File: config.mk
export PLATFORM = sky130hd
export DESIGN_NAME = arxf_dly_cell
export DESIGN_NICKNAME = d
export VERILOG_FILES = /design/src/hw/rtl/arx_iir_filter_defines.svh /design/src/hw/rtl/arxf_pkg.sv /design/src/hw/rtl/arxf_dly_cell.sv
export SDC_FILE = /design/constraint.sdc
export NUM_CORES = 1
export LEC_CHECK = 0
export BUFFER_PORTS_ARGS = -buffer_cell sky130_fd_sc_hd__buf_4
export CORE_MARGIN = 2
export CORE_UTILIZATION = 42
export CTS_BUF_LIST = sky130_fd_sc_hd__clkbuf_4
export CTS_CLUSTER_SIZE = 24
export DETAILED_ROUTE_END_ITERATION = 10
export GPL_ROUTABILITY_DRIVEN = 0
export GPL_TIMING_DRIVEN = 1
export PLACE_DENSITY = 0.74
export SLEW_MARGIN = 20
export SYNTH_ARGS = -nofsm -noshare
export SYNTH_HDL_FRONTEND = slang
export SYNTH_SLANG_ARGS = --single-unit
File: constraint.sdc
create_clock -name clk_i -period 0.8 [get_ports clk_i]
set_clock_uncertainty 0.05 [all_clocks]
set_input_delay 0.08 -clock clk_i [delete_from_list [all_inputs] [get_ports clk_i]]
set_output_delay 0.08 -clock clk_i [all_outputs]
set_load 0.01 [all_outputs]
File: src/hw/rtl/arx_iir_filter_defines.svh
// Assertion helpers for the ARX filter. Both sample on clk_i and are
// disabled while rst_ni is low.
`ifndef ARX_IIR_FILTER_DEFINES_SVH
`define ARX_IIR_FILTER_DEFINES_SVH

// Same-cycle implication.
`define ARXF_ASSERT_IMP(name, ante, cons, msg) \
  name: assert property (@(posedge clk_i) disable iff (!rst_ni) (ante) |-> (cons)) \
    else $error(msg);

// Next-cycle implication.
`define ARXF_ASSERT_NXT(name, ante, cons, msg) \
  name: assert property (@(posedge clk_i) disable iff (!rst_ni) (ante) |=> (cons)) \
    else $error(msg);

`endif

File: src/hw/rtl/arxf_pkg.sv
`timescale 1ns / 1ps

package arxf_pkg;

  // Fixed register and field widths
  localparam int COEF_W     = 16;
  localparam int DELAY_W    = 4;
  localparam int CFG_IDX_W  = 3;
  localparam int CFG_DATA_W = 16;
  // Coefficient registers per polynomial
  localparam int COEF_REGS  = 3;

  // Defaults for the top-level parameters
  localparam int DEF_NUM_A_TAPS     = 3;
  localparam int DEF_NUM_B_TAPS     = 3;
  localparam int DEF_MAX_DELAY      = 8;
  localparam int DEF_SAMPLE_WIDTH   = 16;
  localparam int DEF_COEF_FRAC_BITS = 14;

  // Register indexes
  localparam logic [CFG_IDX_W-1:0] REG_DELAY  = CFG_IDX_W'(0);
  localparam logic [CFG_IDX_W-1:0] REG_A_1    = CFG_IDX_W'(1);
  localparam logic [CFG_IDX_W-1:0] REG_A_2    = CFG_IDX_W'(2);
  localparam logic [CFG_IDX_W-1:0] REG_A_3    = CFG_IDX_W'(3);
  localparam logic [CFG_IDX_W-1:0] REG_B_0    = CFG_IDX_W'(4);
  localparam logic [CFG_IDX_W-1:0] REG_B_1    = CFG_IDX_W'(5);
  localparam logic [CFG_IDX_W-1:0] REG_B_2    = CFG_IDX_W'(6);

  // History control shared by every cell in a row
  typedef struct packed {
    logic shift;
    logic clear;
  } hist_ctrl_t;

  // Input tap control: history plus product capture
  typedef struct packed {
    hist_ctrl_t hist;
    logic       load;
  } tap_ctrl_t;

endpackage

File: src/hw/rtl/arxf_dly_cell.sv
`timescale 1ns / 1ps

// One step of the delay line for the summed input taps.
module arxf_dly_cell #(
  parameter int WIDTH = arxf_pkg::DEF_SAMPLE_WIDTH
) (
  input  logic                     clk_i,
  input  logic                     rst_ni,
  input  arxf_pkg::hist_ctrl_t     ctrl_i,
  input  logic signed [WIDTH-1:0]  data_i,
  output logic signed [WIDTH-1:0]  data_o
);
  import arxf_pkg::*;

  logic signed [WIDTH-1:0] data_q;

  always_ff @(posedge clk_i or negedge rst_ni) begin
    if (!rst_ni) begin
      data_q <= '0;
    end else if (ctrl_i.clear) begin
      data_q <= '0;
    end else if (ctrl_i.shift) begin
      data_q <= data_i;
    end
  end

  assign data_o = data_q;

endmodule

==> run summary <==
# IOs: 36
Maximum clock insertion buffer count: 2
Crit path kind: reg2out
Drt pass-1 iters: 2
Post-synthesis register bit count: 16
Vias in the first global route: 556
PD cells: 1490 nW/µm²
Final period utilization: 117%
Power Internal: 1260 µW
Rows: 14
First-pass GRT wire length: 2390 µm
WHS Path Cells: 3
Yosys top cell area share: 60.6%
Slew @ Worst Pin: 0.266 ns
Most common cell after layout, fill and taps aside: buf_4
Synth unique cells: 7
Fmax: 1.07 GHz
P_sw: 395 µW
CP Cell Sequence: buf_6
Routed via count: 551
CP Buf/Inv Count: 1
GR Util All Layers: 16.8%
Status: finished, violations left
Post-Syn Area: 661 µm²
Peak VDD IR: 1.22 mV
RSZ-0062 raised after global routing: yes
Drt drc: 0
Final Net Count: 120
CTS H-Tree Depth: 1
Clock-pin slew on the worst setup and hold paths: 0.09 ns
Yosys warns: 0
Clk root buf: clkbuf_4
Crit Path Max Fanout: 2
Starting Density: 44.4%
Global route overflow: 0
Final hold vios: 0
IO buf count: 35
Clock network fraction of design power: 24.3%
Largest net degree at the start of global routing: 17
Tmin final: 0.939 ns
Max cap viols: 0
Core Box Area: 1490 µm²
Layout area overhead: 68.2%
Initial antenna violation count: 0
CP peak stage delay: 0.41 ns
Clock sink count: 16
Mapped Nets: 72
Static Leak: 0.000636 µW
Later-pin clock latency in the skew report: 0.27 ns
Final worst slack: -0.139 ns
CP endpoint kind: output port
Die height: 43.7 µm
Post-Route WL: 1470 µm
Dpl hpwl: 951 µm
DR WL/cell: 12.9 µm
Most frequent cells in the layout: buf_4 (22), mux2i_1 (16), nor2_1 (16), dfrtp_1 (16), buf_6 (16)
Violated checks: setup timing
Dominant cell type by area after synthesis: dfrtp_1
Max Slew Vio Count: 0
Iter 0 DRT Violations: 1
Die width: 43.7 µm
R2R Path Start: data_o[6]
Syn_area_per_cell: 12.7 µm²
Worst Hold End: data_o[8]
Top delay family on crit path: flip-flops
DIE AREA: 1910 µm²
Top area cells in the synthesized netlist: dfrtp_1 (61%), mux2i_1 (24%), nor2_1 (9.1%)
# fillers: 107
Antenna viol nets, final: 0
Switching part of the total: 23.9%
Final hold slack: 0.00440 ns
Sequential Power Share: 53.6%
Non-Filler Instances: 114
Worst path slowest cell: dfrtp_1
Critical path data required time: 0.67 ns
Reg2reg end: data_o[6]
CTS tree: yes
Critical Path Start Type: flip-flop
Via density: 4.83
Worst Hold Class: in2reg
R2r setup slk: -0.09 ns
TritonCTS buffer count: 3
Register area share after synthesis: 60.6%
Placed cell count: 99
Min-delay src: data_i[8]
Final setup viols: 20
Syn Inst Count: 52
Number of flip-flops in the largest register: 16
Share of layout cells above drive strength 1: 41.8%
Combinational fraction of design power: 22.1%
Worst EP arrival: 0.81 ns
R2r worst-path depth: 3
N_diodes: 0
Rel. slew slack: 82.3%
logic make-up (layout without fill, tap and decap cells):
logic type,after synthesis,count (layout),synth area share [%]
buffers and inverters,4,50,6.06
DFF,16,16,60.6
muxes,16,16,24.2
and+or+nand+nor,16,16,9.09
layout make-up:
type | count | area (µm²) | area share [%]
flip-flops and latches | 16 | 400 | 36.0
multi-input cells | 32 | 220 | 19.8
well taps | 16 | 20.0 | 1.80
repair buffers | 47 | 448 | 40.3
clock buffers | 3 | 22.5 | 2.03
routing by layer:
metal / track usage [%] / wire length [µm] / vias to the layer above / share of wire (%)
met1: 21.2 / 561 / 275 / 38
li1: - / - / 264 / -
met2: 29.4 / 858 / 12 / 58
met4: 7.27 / 0 / 0 / 0
met3: 1.25 / 49 / 0 / 3.3
met5: 0 / 0 / - / 0
worst max path at each step:
| stage | startpoint | to | slack (ns) | cells after the start |
|---|---|---|---|---|
| global route | data_o[4] | data_o[4] | -0.17 | 1 |
| floorplan | data_o[0] | data_o[0] | 0.07 | 2 |
| CTS | data_o[4] | data_o[4] | -0.15 | 1 |
| finish | data_o[9] | data_o[9] | -0.14 | 1 |
| global placement | ctrl_i[1] | data_o[2] | 0.004 | 3 |
| detailed placement | ctrl_i[1] | data_o[8] | -0.01 | 3 |
power groups by stage:
stage	clock network (µW)	registers, µW	logic, µW
6_report	401	886	366
5_1_grt	451	892	393
4_1_cts	428	884	357
3_5_place_dp	0	893	288
3_3_place_gp	0	892	282
2_1_floorplan	0	914	110
stage by stage:
step                      setup slack [ns]  TNS (ns)  cell area [µm²]  utilization, %  total power, µW
after detailed placement           -0.0115   -0.0366              903            60.7             1180
final                               -0.139     -2.31             1110            74.6             1650
after CTS                           -0.148     -2.39             1090            73.0             1670
after floorplan                     0.0676         0              661               -             1020
after global placement             0.00425         0              903            60.7             1170
after global routing                -0.172     -3.07             1110            74.6             1740
cells in the mapped netlist, drive strengths merged:
cell / instances
dfrtp: 16
mux2i: 16
nor2: 16
buf: 4
what timing repair did:
item | CTS | global route
hold endpoints to repair | 29 | 0
hold buffers | 9 | 0
gates resized for setup | 15 | 6
setup endpoints to repair | 16 | 26
buffers inserted | 2 | 2
pin swaps | 0 | 6
Note: power is estimated with default switching activity, not from simulation.
