[config.mk]
export PLATFORM = sky130hd
export DESIGN_NAME = arxf_b_cell
export DESIGN_NICKNAME = d
export VERILOG_FILES = /design/src/hw/rtl/arx_iir_filter_defines.svh /design/src/hw/rtl/arxf_pkg.sv /design/src/hw/rtl/arxf_b_cell.sv
export SDC_FILE = /design/constraint.sdc
export NUM_CORES = 1
export LEC_CHECK = 0
export BUFFER_PORTS_ARGS = -buffer_cell sky130_fd_sc_hd__clkbuf_2
export CAP_MARGIN = 20
export CORE_UTILIZATION = 50
export DETAILED_ROUTE_END_ITERATION = 7
export PLACE_DENSITY_LB_ADDON = 0.05
export SETUP_SLACK_MARGIN = 0.05
export SLEW_MARGIN = 10
export SYNTH_ARGS = -nofsm -noshare
export SYNTH_HDL_FRONTEND = slang
export SYNTH_SLANG_ARGS = --single-unit
[constraint.sdc]
create_clock -name clk_i -period 6.29 [get_ports clk_i]
set_input_delay 0.629 -clock clk_i [delete_from_list [all_inputs] [get_ports clk_i]]
set_output_delay 0.629 -clock clk_i [all_outputs]
set_load 0.02 [all_outputs]
[src/hw/rtl/arx_iir_filter_defines.svh]
// Assertion helpers for the ARX filter. Both sample on clk_i and are
// disabled while rst_ni is low.
`ifndef ARX_IIR_FILTER_DEFINES_SVH
`define ARX_IIR_FILTER_DEFINES_SVH

// Same-cycle implication.
`define ARXF_ASSERT_IMP(name, ante, cons, msg) \
  name: assert property (@(posedge clk_i) disable iff (!rst_ni) (ante) |-> (cons)) \
    else $error(msg);

// Next-cycle implication.
`define ARXF_ASSERT_NXT(name, ante, cons, msg) \
  name: assert property (@(posedge clk_i) disable iff (!rst_ni) (ante) |=> (cons)) \
    else $error(msg);

`endif

[src/hw/rtl/arxf_pkg.sv]
`timescale 1ns / 1ps

package arxf_pkg;

  // Fixed register and field widths
  localparam int COEF_W     = 16;
  localparam int DELAY_W    = 4;
  localparam int CFG_IDX_W  = 3;
  localparam int CFG_DATA_W = 16;
  // Coefficient registers per polynomial
  localparam int COEF_REGS  = 3;

  // Defaults for the top-level parameters
  localparam int DEF_NUM_A_TAPS     = 3;
  localparam int DEF_NUM_B_TAPS     = 3;
  localparam int DEF_MAX_DELAY      = 8;
  localparam int DEF_SAMPLE_WIDTH   = 16;
  localparam int DEF_COEF_FRAC_BITS = 14;

  // Register indexes
  localparam logic [CFG_IDX_W-1:0] REG_DELAY  = CFG_IDX_W'(0);
  localparam logic [CFG_IDX_W-1:0] REG_A_1    = CFG_IDX_W'(1);
  localparam logic [CFG_IDX_W-1:0] REG_A_2    = CFG_IDX_W'(2);
  localparam logic [CFG_IDX_W-1:0] REG_A_3    = CFG_IDX_W'(3);
  localparam logic [CFG_IDX_W-1:0] REG_B_0    = CFG_IDX_W'(4);
  localparam logic [CFG_IDX_W-1:0] REG_B_1    = CFG_IDX_W'(5);
  localparam logic [CFG_IDX_W-1:0] REG_B_2    = CFG_IDX_W'(6);

  // History control shared by every cell in a row
  typedef struct packed {
    logic shift;
    logic clear;
  } hist_ctrl_t;

  // Input tap control: history plus product capture
  typedef struct packed {
    hist_ctrl_t hist;
    logic       load;
  } tap_ctrl_t;

endpackage

[src/hw/rtl/arxf_b_cell.sv]
`timescale 1ns / 1ps

// Input tap: hold one past input sample, pass it on, register its product.
module arxf_b_cell #(
  parameter int SAMPLE_WIDTH = arxf_pkg::DEF_SAMPLE_WIDTH
) (
  input  logic                                            clk_i,
  input  logic                                            rst_ni,
  input  arxf_pkg::tap_ctrl_t                             ctrl_i,
  input  logic signed [SAMPLE_WIDTH-1:0]                  sample_i,
  input  logic signed [arxf_pkg::COEF_W-1:0]              coef_i,
  output logic signed [SAMPLE_WIDTH-1:0]                  sample_o,
  output logic signed [SAMPLE_WIDTH+arxf_pkg::COEF_W-1:0] prod_o
);
  import arxf_pkg::*;

  localparam int PROD_W = SAMPLE_WIDTH + COEF_W;

  logic signed [SAMPLE_WIDTH-1:0] sample_q;
  logic signed [PROD_W-1:0]       prod_q;

  always_ff @(posedge clk_i or negedge rst_ni) begin
    if (!rst_ni) begin
      sample_q <= '0;
    end else if (ctrl_i.hist.clear) begin
      sample_q <= '0;
    end else if (ctrl_i.hist.shift) begin
      sample_q <= sample_i;
    end
  end

  // Capture uses the sample before any shift on the same edge
  always_ff @(posedge clk_i) begin
    if (ctrl_i.load) begin
      prod_q <= sample_q * coef_i;
    end
  end

  assign sample_o = sample_q;
  assign prod_o   = prod_q;

endmodule

==> metrics.md <==
| Metric | Value |
|---|---|
| Cell count after synthesis | around 1200 |
| Most used DFF post-synth | edfxtp_1 |
| Die X | about 150 um |
| Pleak | 7.04 nW |
| Most frequent cells in the layout | inv_1 (290), fa_1 (259), nand2_1 (132), and2_1 (122), buf_4 (102) |
| Crit path launch type | flip-flop |
| Total wire length | between 20000 and 30000 um |
| Syn avg cell area | 9.76 um2 |
| Layout cells sized above 1 | 17.4% |
| FILL cells | ~2100 |
| # clock sinks | 48 |
| Number of synthesis warnings | 0 |
| Delay of the slowest critical-path stage | 550 ps |
| Hold/Removal Path Class | in2async |
| Total Routing Usage GR | a little under a quarter |
| Mapped Area | 0.0115 mm2 |
| Yosys reg bits | 48 |
| Final worst slack | roughly 200 ps |
| DR iter-0 viols | between 200 and 300 |
| Hold buffers post-CTS | 0 |
| Final HPWL DP | ~22000 um |
| CP cell instances | buf_12, nand2_1, fa_1, fa_1, fa_1, inv_1, fa_1, fa_1, inv_1, fa_1, inv_1, ha_1, a21o_1, a21o_1, a21oi_2, a311oi_1, o31a_1, o41ai_4, or4b_1, o311ai_1 |
| H-Tree Depth | 2 |
| Cts bufs inserted | 5 |
| Port bufs | 84 |
| Clock transition at path regs | about 90 ps |
| Maximum VDD drop | 0.572 mV |
| Initial antenna violation count | 0 |
| Crit-path max FO | 5 |
| Initial cell density of the core | between 50% and 60% |
| Core box area | approximately 0.023 mm2 |
| Leading cell type in the layout, fill and taps excluded | inv_1 |
| Row cnt | 55 |
| Die Y | 154 um |
| Worst r2r path cells | 20 |
| CTS Buffer Depth | 2 |
| Hold Violations, Final | 0 |
| Worst path slowest cell | fa_1 |
| Max_cap viols | 0 |
| WP depth | 20 |
| Fmax | between 0.15 and 0.2 GHz |
| Largest net degree at the start of global routing | 33 |
| Asr flop ratio synth | 33.3% |
| Slew Limit Fails | 0 |
| Final setup vio count | 0 |
| Drt drc | 0 |
| Critical Path AT | 6210 ps |
| Tcrit/Tclk final | 96.8% |
| Hold_ws | between 200 and 250 ps |
| First-pass GRT wire length | 43100 um |
| Die area | 0.0236 mm2 |
| Number of diodes | 0 |
| Drt first pass iters | 4 |
| Number of enable flip-flop cells after synthesis | 32 |
| Post-DRT Antenna Nets | 0 |
| Most frequent CP cell | fa_1 |
| Library cells used by synthesis | 45 |
| Status | finished, final reports clean |
| DR vias/cell | approximately 5 |
| Worst skew pair latency | roughly 320 ps |
| CTS tree | yes |
| RSZ-0062 raised after global routing | yes |
| Routed length per instance | about 16 um |
| Final weighted congestion in routability-driven placement | between 0.8 and 0.9 |
| Final #Nets | 1721 |
| Syn Nets | roughly 1600 |
| I/O Pins | 85 |
| CP delay by family, top | adder cells |
| Worst path bufs/invs | 4 |
| Setup CP Type | reg2reg |
| Global route overflow | 0 |
| Clk_skew | 16.3 ps |
| Critical Path Sink Type | flip-flop |
| Post-synthesis sequential area ratio | between 10% and 20% |
| Via count | 8188 |
| Vias in the first global route | 8682 |
| P&R area growth vs syn | 15.6% |
| Req. time, crit path | 6410 ps |
| Dpl ws | -237 ps |
| Post-layout min period | 6090 ps |
| Setup crit start | sample_o[10] |
| Critical R2R Launch | sample_o[10] |
| Clock root buffer | clkbuf_16 |
| Tightest Pin Transition | 832 ps |
| Worst slew margin relative to its limit | 44.5% |
| Pwr dens | 393 mW/mm2 |
sequential cells by signal, indices dropped and copies added (netlist names):
name and cells:
prod_o 32, sample_o 16
area by class of cell:
type                       count  area, um2  area share [%]
tap                          285        357            2.68
inverter                     291       1090            8.22
timing repair buffer         197       1360            10.2
sequential                    48       1380            10.4
multi-input combinational    797       8960            67.4
clock buffer                   5        125           0.942
clock inverter                 3       17.5           0.132
per-layer routing:
metal	global-route usage (%)	vias to the layer above	wire (um)
met1	28.8	4261	10100
met3	1.66	31	441
met5	0	-	0
li1	-	3795	-
met4	7.67	0	566
met2	44.2	101	15000
synthesized netlist by cell type, drive strengths merged (2+ instances only):
cell type    n  area [um2]
inv        291        1090
fa         262        5250
nand2      133         499
and2       122         763
ha          82        1030
nor2        43         161
clkbuf      38         143
edfxtp      32         961
xnor2       27         236
a21o        19         150
a21oi       18        97.6
dfrtp       16         400
mux2i       16         160
xor2        10        87.6
a31oi        6        37.5
and3         6        37.5
nand4        6        37.5
nor3         6        30.0
o21ai        6        30.0
nand2b       4        25.0
o21bai       4        30.0
buf          3        11.3
nand3        3        15.0
o41ai        3        52.6
a211oi       2        15.0
o21a         2        15.0
o31ai        2        15.0
or2          2        12.5
path summary, 6_finish.rpt:
check	to	slack, ps
max in group asynchronous	sample_o[11]	5730
max reg2reg	prod_o[22]	200
max	prod_o[22]	200
min reg2reg	sample_o[15]	620
min	sample_o[5]	230
min in group clk_i	sample_o[8]	550
metrics by stage:
| stage | setup TNS (ps) | cells | util, % | area, um2 | power (W) |
|---|---|---|---|---|---|
| floorplan | 0 | 1177 | - | 11500 | 0.00346 |
| global placement | -723 | 1604 | 57.1 | 12900 | 0.00481 |
| detailed placement | -945 | 1604 | 57.1 | 12900 | 0.00485 |
| CTS | 0 | 1612 | 57.8 | 13000 | 0.00517 |
| global route | -38.8 | 1626 | 58.9 | 13300 | 0.00579 |
| finish | 0 | 1626 | 58.9 | 13300 | 0.00522 |
timing repair:
action / CTS / global route
setup endpoints to repair: 3 / 10
setup buffers: 0 / 14
endpoints found under the hold margin: 0 / 0
gates resized for setup: 3 / 29
pin swaps: 0 / 11
kinds of logic after synthesis:
kind of cell | Yosys count | synth area share (%)
buffers and inverters | 332 | 10.8
multiplexers | 16 | 1.39
adder cells (fa/ha/maj) | 344 | 54.6
flip-flops | 48 | 11.8
AND/OR/NAND/NOR | 330 | 14.1
XOR/XNOR | 37 | 2.82
AO/OA/AOI/OAI | 70 | 4.44
report_power, final:
| part | leakage [nW] | total, W | internal (W) | switching, W |
|---|---|---|---|---|
| Clock | 0.0716 | 0.000300 | 0.000148 | 0.000152 |
| Sequential | 0.512 | 0.000626 | 0.000591 | 0.0000351 |
| Combinational | 6.46 | 0.00429 | 0.00202 | 0.00228 |
(Power assumes the default switching activity.)
