==> config.mk <==
export PLATFORM = sky130hd
export DESIGN_NAME = arxf_a_cell
export DESIGN_NICKNAME = d
export VERILOG_FILES = /design/src/hw/rtl/arx_iir_filter_defines.svh /design/src/hw/rtl/arxf_pkg.sv /design/src/hw/rtl/arxf_a_cell.sv
export SDC_FILE = /design/constraint.sdc
export NUM_CORES = 1
export LEC_CHECK = 0
export BUFFER_PORTS_ARGS = -buffer_cell sky130_fd_sc_hd__buf_2
export CAP_MARGIN = 10
export CORE_ASPECT_RATIO = 1.2
export CORE_MARGIN = 2
export CORE_UTILIZATION = 40
export CTS_CLUSTER_DIAMETER = 60
export DETAILED_ROUTE_END_ITERATION = 6
export GPL_ROUTABILITY_DRIVEN = 1
export MAX_ROUTING_LAYER = met4
export PLACE_DENSITY = 0.65
export SLEW_MARGIN = 20
export SYNTH_ARGS = -nofsm -noshare
export SYNTH_HDL_FRONTEND = slang
export SYNTH_SLANG_ARGS = --single-unit
==> constraint.sdc <==
create_clock -name clk_i -period 10.6 [get_ports clk_i]
set_input_delay 2.12 -clock clk_i [delete_from_list [all_inputs] [get_ports clk_i]]
set_output_delay 2.12 -clock clk_i [all_outputs]
set_load 0.1 [all_outputs]
==> src/hw/rtl/arx_iir_filter_defines.svh <==
// Assertion helpers for the ARX filter. Both sample on clk_i and are
// disabled while rst_ni is low.
`ifndef ARX_IIR_FILTER_DEFINES_SVH
`define ARX_IIR_FILTER_DEFINES_SVH

// Same-cycle implication.
`define ARXF_ASSERT_IMP(name, ante, cons, msg) \
  name: assert property (@(posedge clk_i) disable iff (!rst_ni) (ante) |-> (cons)) \
    else $error(msg);

// Next-cycle implication.
`define ARXF_ASSERT_NXT(name, ante, cons, msg) \
  name: assert property (@(posedge clk_i) disable iff (!rst_ni) (ante) |=> (cons)) \
    else $error(msg);

`endif

==> src/hw/rtl/arxf_pkg.sv <==
`timescale 1ns / 1ps

package arxf_pkg;

  // Fixed register and field widths
  localparam int COEF_W     = 16;
  localparam int DELAY_W    = 4;
  localparam int CFG_IDX_W  = 3;
  localparam int CFG_DATA_W = 16;
  // Coefficient registers per polynomial
  localparam int COEF_REGS  = 3;

  // Defaults for the top-level parameters
  localparam int DEF_NUM_A_TAPS     = 3;
  localparam int DEF_NUM_B_TAPS     = 3;
  localparam int DEF_MAX_DELAY      = 8;
  localparam int DEF_SAMPLE_WIDTH   = 16;
  localparam int DEF_COEF_FRAC_BITS = 14;

  // Register indexes
  localparam logic [CFG_IDX_W-1:0] REG_DELAY  = CFG_IDX_W'(0);
  localparam logic [CFG_IDX_W-1:0] REG_A_1    = CFG_IDX_W'(1);
  localparam logic [CFG_IDX_W-1:0] REG_A_2    = CFG_IDX_W'(2);
  localparam logic [CFG_IDX_W-1:0] REG_A_3    = CFG_IDX_W'(3);
  localparam logic [CFG_IDX_W-1:0] REG_B_0    = CFG_IDX_W'(4);
  localparam logic [CFG_IDX_W-1:0] REG_B_1    = CFG_IDX_W'(5);
  localparam logic [CFG_IDX_W-1:0] REG_B_2    = CFG_IDX_W'(6);

  // History control shared by every cell in a row
  typedef struct packed {
    logic shift;
    logic clear;
  } hist_ctrl_t;

  // Input tap control: history plus product capture
  typedef struct packed {
    hist_ctrl_t hist;
    logic       load;
  } tap_ctrl_t;

endpackage

==> src/hw/rtl/arxf_a_cell.sv <==
`timescale 1ns / 1ps

// Feedback tap: hold one past output, pass it on, weight it.
module arxf_a_cell #(
  parameter int SAMPLE_WIDTH = arxf_pkg::DEF_SAMPLE_WIDTH
) (
  input  logic                                            clk_i,
  input  logic                                            rst_ni,
  input  arxf_pkg::hist_ctrl_t                            ctrl_i,
  input  logic signed [SAMPLE_WIDTH-1:0]                  sample_i,
  input  logic signed [arxf_pkg::COEF_W-1:0]              coef_i,
  output logic signed [SAMPLE_WIDTH-1:0]                  sample_o,
  output logic signed [SAMPLE_WIDTH+arxf_pkg::COEF_W-1:0] prod_o
);
  import arxf_pkg::*;

  logic signed [SAMPLE_WIDTH-1:0] sample_q;

  always_ff @(posedge clk_i or negedge rst_ni) begin
    if (!rst_ni) begin
      sample_q <= '0;
    end else if (ctrl_i.clear) begin
      sample_q <= '0;
    end else if (ctrl_i.shift) begin
      sample_q <= sample_i;
    end
  end

  assign sample_o = sample_q;
  assign prod_o   = sample_q * coef_i;

endmodule
==> results of run 1 <==
-- metrics by stage --
stage / utilization (%) / TNS [ns] / std cells / instance area [um^2] / hold slack (ns)
after detailed placement: 44.0 / 0 / 1530 / 11500 / 0.943
after global routing: 44.6 / -0.0259 / 1535 / 11600 / 1.01
final: 44.6 / 0 / 1536 / 11600 / 0.942
after floorplan: - / -0.108 / 1145 / 10600 / 1.12
after CTS: 44.4 / 0 / 1534 / 11600 / 0.959
after global placement: 44.0 / 0 / 1530 / 11500 / 0.935
-- kinds of logic after synthesis --
group,after synthesis,synth area share [%]
buffers and inverters,332,11.9
xor gates and xnor gates,37,3.07
muxes,16,1.52
DFF,16,3.80
AOI/OAI and AO/OA,72,4.95
adders and majority gates,344,59.5
and+or+nand+nor,328,15.4
-- worst max path at each step --
stage / endpoint / slack [ns] / cells after the start
global route: prod_o[28] / -0.02 / 21
detailed placement: prod_o[30] / 0.19 / 21
CTS: prod_o[30] / 0.16 / 21
finish: prod_o[30] / 0.33 / 21
floorplan: prod_o[30] / -0.09 / 20
global placement: prod_o[29] / 0.27 / 21
-- layer usage --
metal	track usage [%]	share of wire (%)
met1	22.7	38
met5	-	0
met3	1.05	3.1
met2	35.3	55
met4	5.27	3.1
-- synth_stat cells (2+ instances only) --
master and n:
a21oi_2 2, dfrtp_1 16, nand2_1 132, xnor2_1 27, o21ai_0 6, o21a_1 2, o21bai_1 4, mux2i_1 16
ha_1 82, a21oi_1 17, clkbuf_1 39, a31oi_1 7, fa_1 262, nor3_1 5, a21o_1 18, o211ai_1 2
xor2_1 10, o31ai_1 2, nand4_1 3, nor2_1 42, and3_1 6, nand2b_1 4, and2_1 122, buf_1 2
or4b_1 2, inv_1 290, or2_2 2, nand3_1 5
-- worst max-delay path, stage by stage --
cell and delay, ns:
buf_2 0.29, nand2_1 0.14, fa_1 0.56, fa_1 0.52
fa_1 0.52, inv_1 0.06, fa_1 0.51, fa_1 0.50
inv_1 0.05, fa_1 0.47, inv_1 0.04, ha_1 0.40
and3_1 0.22, and3_4 0.21, or4b_1 0.45, a21oi_2 0.22
o41ai_4 0.13, o2111ai_1 0.25, a21oi_2 0.10, xnor2_2 0.19
buf_12 0.20
-- area by class of cell --
class / instances / area (um^2)
repair buffers: 93 / 633
flip-flops and latches: 16 / 400
clock buffers: 4 / 88.8
well taps: 335 / 419
inverters: 290 / 1090
multi-input cells: 797 / 9000
diodes: 1 / 2.50
fillers: 2548 / 14500
-- placed cells by master (no fill, tap or decap), types with 3 or more instances in the layout --
cell,synthesis,layout
clkbuf_4,0,3
a31oi_1,7,7
nand4_1,3,3
xnor2_1,27,18
clkbuf_16,0,3
buf_4,1,10
nand2_1,132,132
dfrtp_1,16,16
and2_1,122,122
nor3_1,5,5
buf_2,0,71
a21oi_1,17,15
xor2_1,10,10
inv_1,290,290
o21ai_0,6,6
mux2i_1,16,16
xnor2_2,0,9
ha_1,82,82
nand2b_1,4,4
nor2_1,42,42
o21bai_1,4,4
nand3_1,5,5
a21o_1,18,18
a21oi_2,2,4
and3_1,6,6
fa_1,262,260
buf_12,0,9
-- repair_timing --
item | CTS | global route
resized for setup | 0 | 9
hold buffers | 0 | 0
endpoints found under the setup margin | 0 | 3
buffers inserted | 0 | 1
==> results.tsv, run 1 <==
metric	value	unit
status	completed	
Syn. warnings	0	
detailed router's first-iteration violation count	303	
Hold Violations, Final	0	
Max-Slew Margin vs Limit	47.6	%
CP arrival	8.15	ns
Worst-Margin Slew	0.786	ns
Worst Setup End Kind	output pin	
Req. time, crit path	8.48	ns
crit path kind	primary input to output pin	
worst reg-to-reg setup slack	9.40	ns
synth top area cells	fa_1, inv_1, ha_1	
Clock Path Buffers	2	
number of global-route vias before repair	8321	
syn_area_per_cell	9.21	um^2
ys async rst share	100	%
IO buf count	83	
share of cells above drive strength 1	10.0	%
Overflow after GRT	0	
largest net degree at the start of global routing	19	
biggest area consumer among synthesized cells	fa_1	
Post-Route WL	25000	um
R2R Path Start	sample_o[4]$_DFFE_PN0P_	
final worst path period share	96.9	%
library cells used by synthesis	46	
Root Driver	clkbuf_16	
Synth top area share	49.7	%
Mapped Nets	1525	
setup ws final	0.333	ns
pre-CTS setup slack	0.190	ns
all-layer global routing usage	19.1	%
DRC violations left	0	
post-layout min period	10.27	ns
# rows	65	
IO Pins	84	
CTS tree	built	
Vias/cell	5.05	
DR WL/cell	16.3	um
Worst setup SP type	primary input	
DP HPWL	20900	um
R2R cell count	2	
Post-synth EDFFs	0	
Die Ht	182	um
Synth Flop Type	dfrtp_1	
first-pass GRT wire length	41500	um
Starting Density	40.4	%
hold crit path type	register to register	
core area	26100	um^2
Die X	152	um
area growth from synthesis to layout	10.3	%
die area	27700	um^2
hold endpoint	sample_o[3]$_DFFE_PN0P_	
Via Count	7752	
Netlist Area Pre-Place	10500	um^2
# H-tree levels	1	
Num CTS Buffers	3	
Final #Nets	1581	
Crit Path Max Fanout	16	
placer's final routability congestion estimate	0.895	
Setup crit start	coef_i[3]	
hold depth	2	
drt pass-1 iters	5	
Hold Path Origin	sample_o[3]$_DFFE_PN0P_	
Seq/Total Area, Yosys	3.80	%
Worst-path clk slew	0.05	ns
cell count after synthesis	1145	
Setup-failing EPs final	0	
final-report max-slew violation count	0	
antenna violations before repair	0	
worst-skew pair later-pin latency	0.24	ns
Critical R2R Capture	sample_o[4]$_DFFE_PN0P_	
maximum clock frequency	0.0974	GHz
Largest register FFs	16	
Synth Register Bits	16	
Antenna Nets Post-Route	0	
CTS sink cnt	16	
Max-cap violations	0	
clk_skew	0	ns
Power of run 1 is not shown: default switching activity piles up to over one toggle a cycle in this logic, so the estimate is an artifact.
==> run 2, diff against run 1 <==
--- a/config.mk
+++ b/config.mk
@@ -7,6 +7,8 @@
 export LEC_CHECK = 0
 export BUFFER_PORTS_ARGS = -buffer_cell sky130_fd_sc_hd__buf_2
 export CAP_MARGIN = 10
+export CELL_PAD_IN_SITES_DETAIL_PLACEMENT = 1
+export CELL_PAD_IN_SITES_GLOBAL_PLACEMENT = 1
 export CORE_ASPECT_RATIO = 1.2
 export CORE_MARGIN = 2
 export CORE_UTILIZATION = 40
@@ -14,7 +16,8 @@
 export DETAILED_ROUTE_END_ITERATION = 6
 export GPL_ROUTABILITY_DRIVEN = 1
 export MAX_ROUTING_LAYER = met4
-export PLACE_DENSITY = 0.65
+export PLACE_DENSITY = 0.78
+export SETUP_SLACK_MARGIN = 0.5
 export SLEW_MARGIN = 20
 export SYNTH_ARGS = -nofsm -noshare
 export SYNTH_HDL_FRONTEND = slang
==> results.tsv, run 2 (same netlist as run 1, synthesis figures left out) <==
metric	value	unit	change
status	completed		
most frequent cells in the layout	inv_1, fa_1, nand2_1		
Req. time, crit path	8.48	ns	about the same
Worst setup SP type	primary input		
worst-skew pair later-pin latency	0.25	ns	about the same
setup TNS	0	ns	unchanged
DRC violations left	0		unchanged
share of cells above drive strength 1	15.2	%	+5.2 points
all-layer global routing usage	22.4	%	+3.3 points
Max-Slew Margin vs Limit	38.8	%	-8.8 points
Antenna Nets Post-Route	0		unchanged
Vias/cell	5.14		+1.9%
Via Count	7985		+3.0%
number of global-route vias before repair	9339		+12%
detailed router's first-iteration violation count	291		-4.0%
Die X	152	um	unchanged
post-layout min period	9.99	ns	-0.279 ns
DP HPWL	24200	um	+16%
# H-tree levels	1		unchanged
Starting Density	40.4	%	unchanged
DR WL/cell	19.0	um	+17%
die area	27700	um^2	unchanged
placer's final routability congestion estimate	0.903		+0.91%
Most common cell on crit path	fa_1		
largest net degree at the start of global routing	19		unchanged
design area	12100	um^2	+4.4%
Worst-Margin Slew	0.918	ns	+0.132 ns
Overflow after GRT	0		unchanged
Setup-failing EPs final	0		unchanged
CP arrival	7.87	ns	-0.28 ns
clk_skew	0	ns	unchanged
CTS tree	built		
IO Pins	84		unchanged
Post-Route WL	29500	um	+18%
unrepaired setup endpoints after global routing	true		
Clock Path Buffers	2		unchanged
maximum clock frequency	0.100	GHz	+2.8%
antenna violations before repair	0		unchanged
area growth from synthesis to layout	15.2	%	
Worst Setup End Kind	output pin		
crit path kind	primary input to output pin		
# rows	65		unchanged
ANT cells	0		-1
leading cell type in the layout, fill and taps excluded	inv_1		
slowest CP cell	fa_1		
first-pass GRT wire length	47800	um	+15%
Die Ht	182	um	unchanged
IO buf count	83		unchanged
slowest cell delay on critical path	0.55	ns	about the same
Final #Nets	1599		+1.1%
Hold-fix buffers, CTS	0		unchanged
Max-cap violations	0		unchanged
Num CTS Buffers	3		unchanged
hold crit path type	register to register		
Worst-path clk slew	0.05	ns	about the same
core area	26100	um^2	unchanged
Crit Path Max Fanout	8		-8
drt pass-1 iters	4		-1
final worst path period share	94.2	%	-2.6 points
CTS sink cnt	16		unchanged
dpl cell area	11600	um^2	+1.1%
final-report max-slew violation count	0		unchanged
Largest register FFs	16		unchanged
worst-path cell chain	buf_6, clkinvlp_4, buf_8, nor2_4, fa_1, fa_1, fa_1, fa_1, fa_1, inv_1, fa_1, inv_2, ha_4, and3_4, nand3_1, or4b_4, a21oi_4, o41ai_4, o2111ai_2, a21oi_2, xnor2_4, buf_12		
Root Driver	clkbuf_16		
Hold Violations, Final	0		unchanged
==> run 2: per-stage QoR <==
stage          std cells  hold slack, ns  util [%]  worst slack [ns]
2_1_floorplan       1145            1.12         -             0.482
3_3_place_gp        1533           0.934      44.5             0.159
3_5_place_dp        1533           0.957      44.5            0.0591
4_1_cts             1542           0.975      45.7             0.470
5_1_grt             1553            1.02      46.5             0.434
6_report            1553           0.981      46.5             0.612
==> run 2: worst max-delay path: cells and delay by family <==
kind / cells / cell delay (ns)
AND/OR/NAND/NOR: 4 / 0.89
adder cells (fa/ha/maj): 7 / 3.33
XOR/XNOR: 1 / 0.19
buffers and inverters: 6 / 0.65
AO/OA/AOI/OAI: 4 / 0.67
==> run 2: path summary, 6_finish.rpt <==
path	startpoint	endpoint	slack [ns]	cells after the start
max in group asynchronous	rst_ni	sample_o[11]$_DFFE_PN0P_	8.56	1
worst max-delay path	coef_i[15]	prod_o[30]	0.61	22
worst min register to register	sample_o[3]$_DFFE_PN0P_	sample_o[3]$_DFFE_PN0P_	0.98	2
worst max register to register	sample_o[15]$_DFFE_PN0P_	sample_o[15]$_DFFE_PN0P_	9.31	2
min in group asynchronous	rst_ni	sample_o[3]$_DFFE_PN0P_	1.77	1
worst min-delay path	sample_o[3]$_DFFE_PN0P_	sample_o[3]$_DFFE_PN0P_	0.98	2
==> run 2: cell type report <==
class                   instances  area [um^2]
well taps                     335          419
inverters                     290         1090
repair buffers                111          843
clock buffers                   4         88.8
multi-input cells             797         9300
fillers                      2987        14000
flip-flops and latches         16          400
==> run 2: routing by layer <==
metal	part of all wire [%]	track usage (%)	wire (um)	up-vias
li1	-	-	-	3495
met1	36	24.5	10700	4213
met2	56	42.1	16500	189
met5	0	-	0	-
met3	2.7	1.65	783	88
met4	4.9	9.35	1460	0
==> run 2: timing repair <==
| action | CTS | global route |
|---|---|---|
| buffers inserted | 5 | 11 |
| endpoints found under the setup margin | 12 | 12 |
| gates cloned | 0 | 0 |
| pin swaps | 16 | 33 |
| gates resized for setup | 43 | 39 |
Power of run 2 is left out for the same reason.
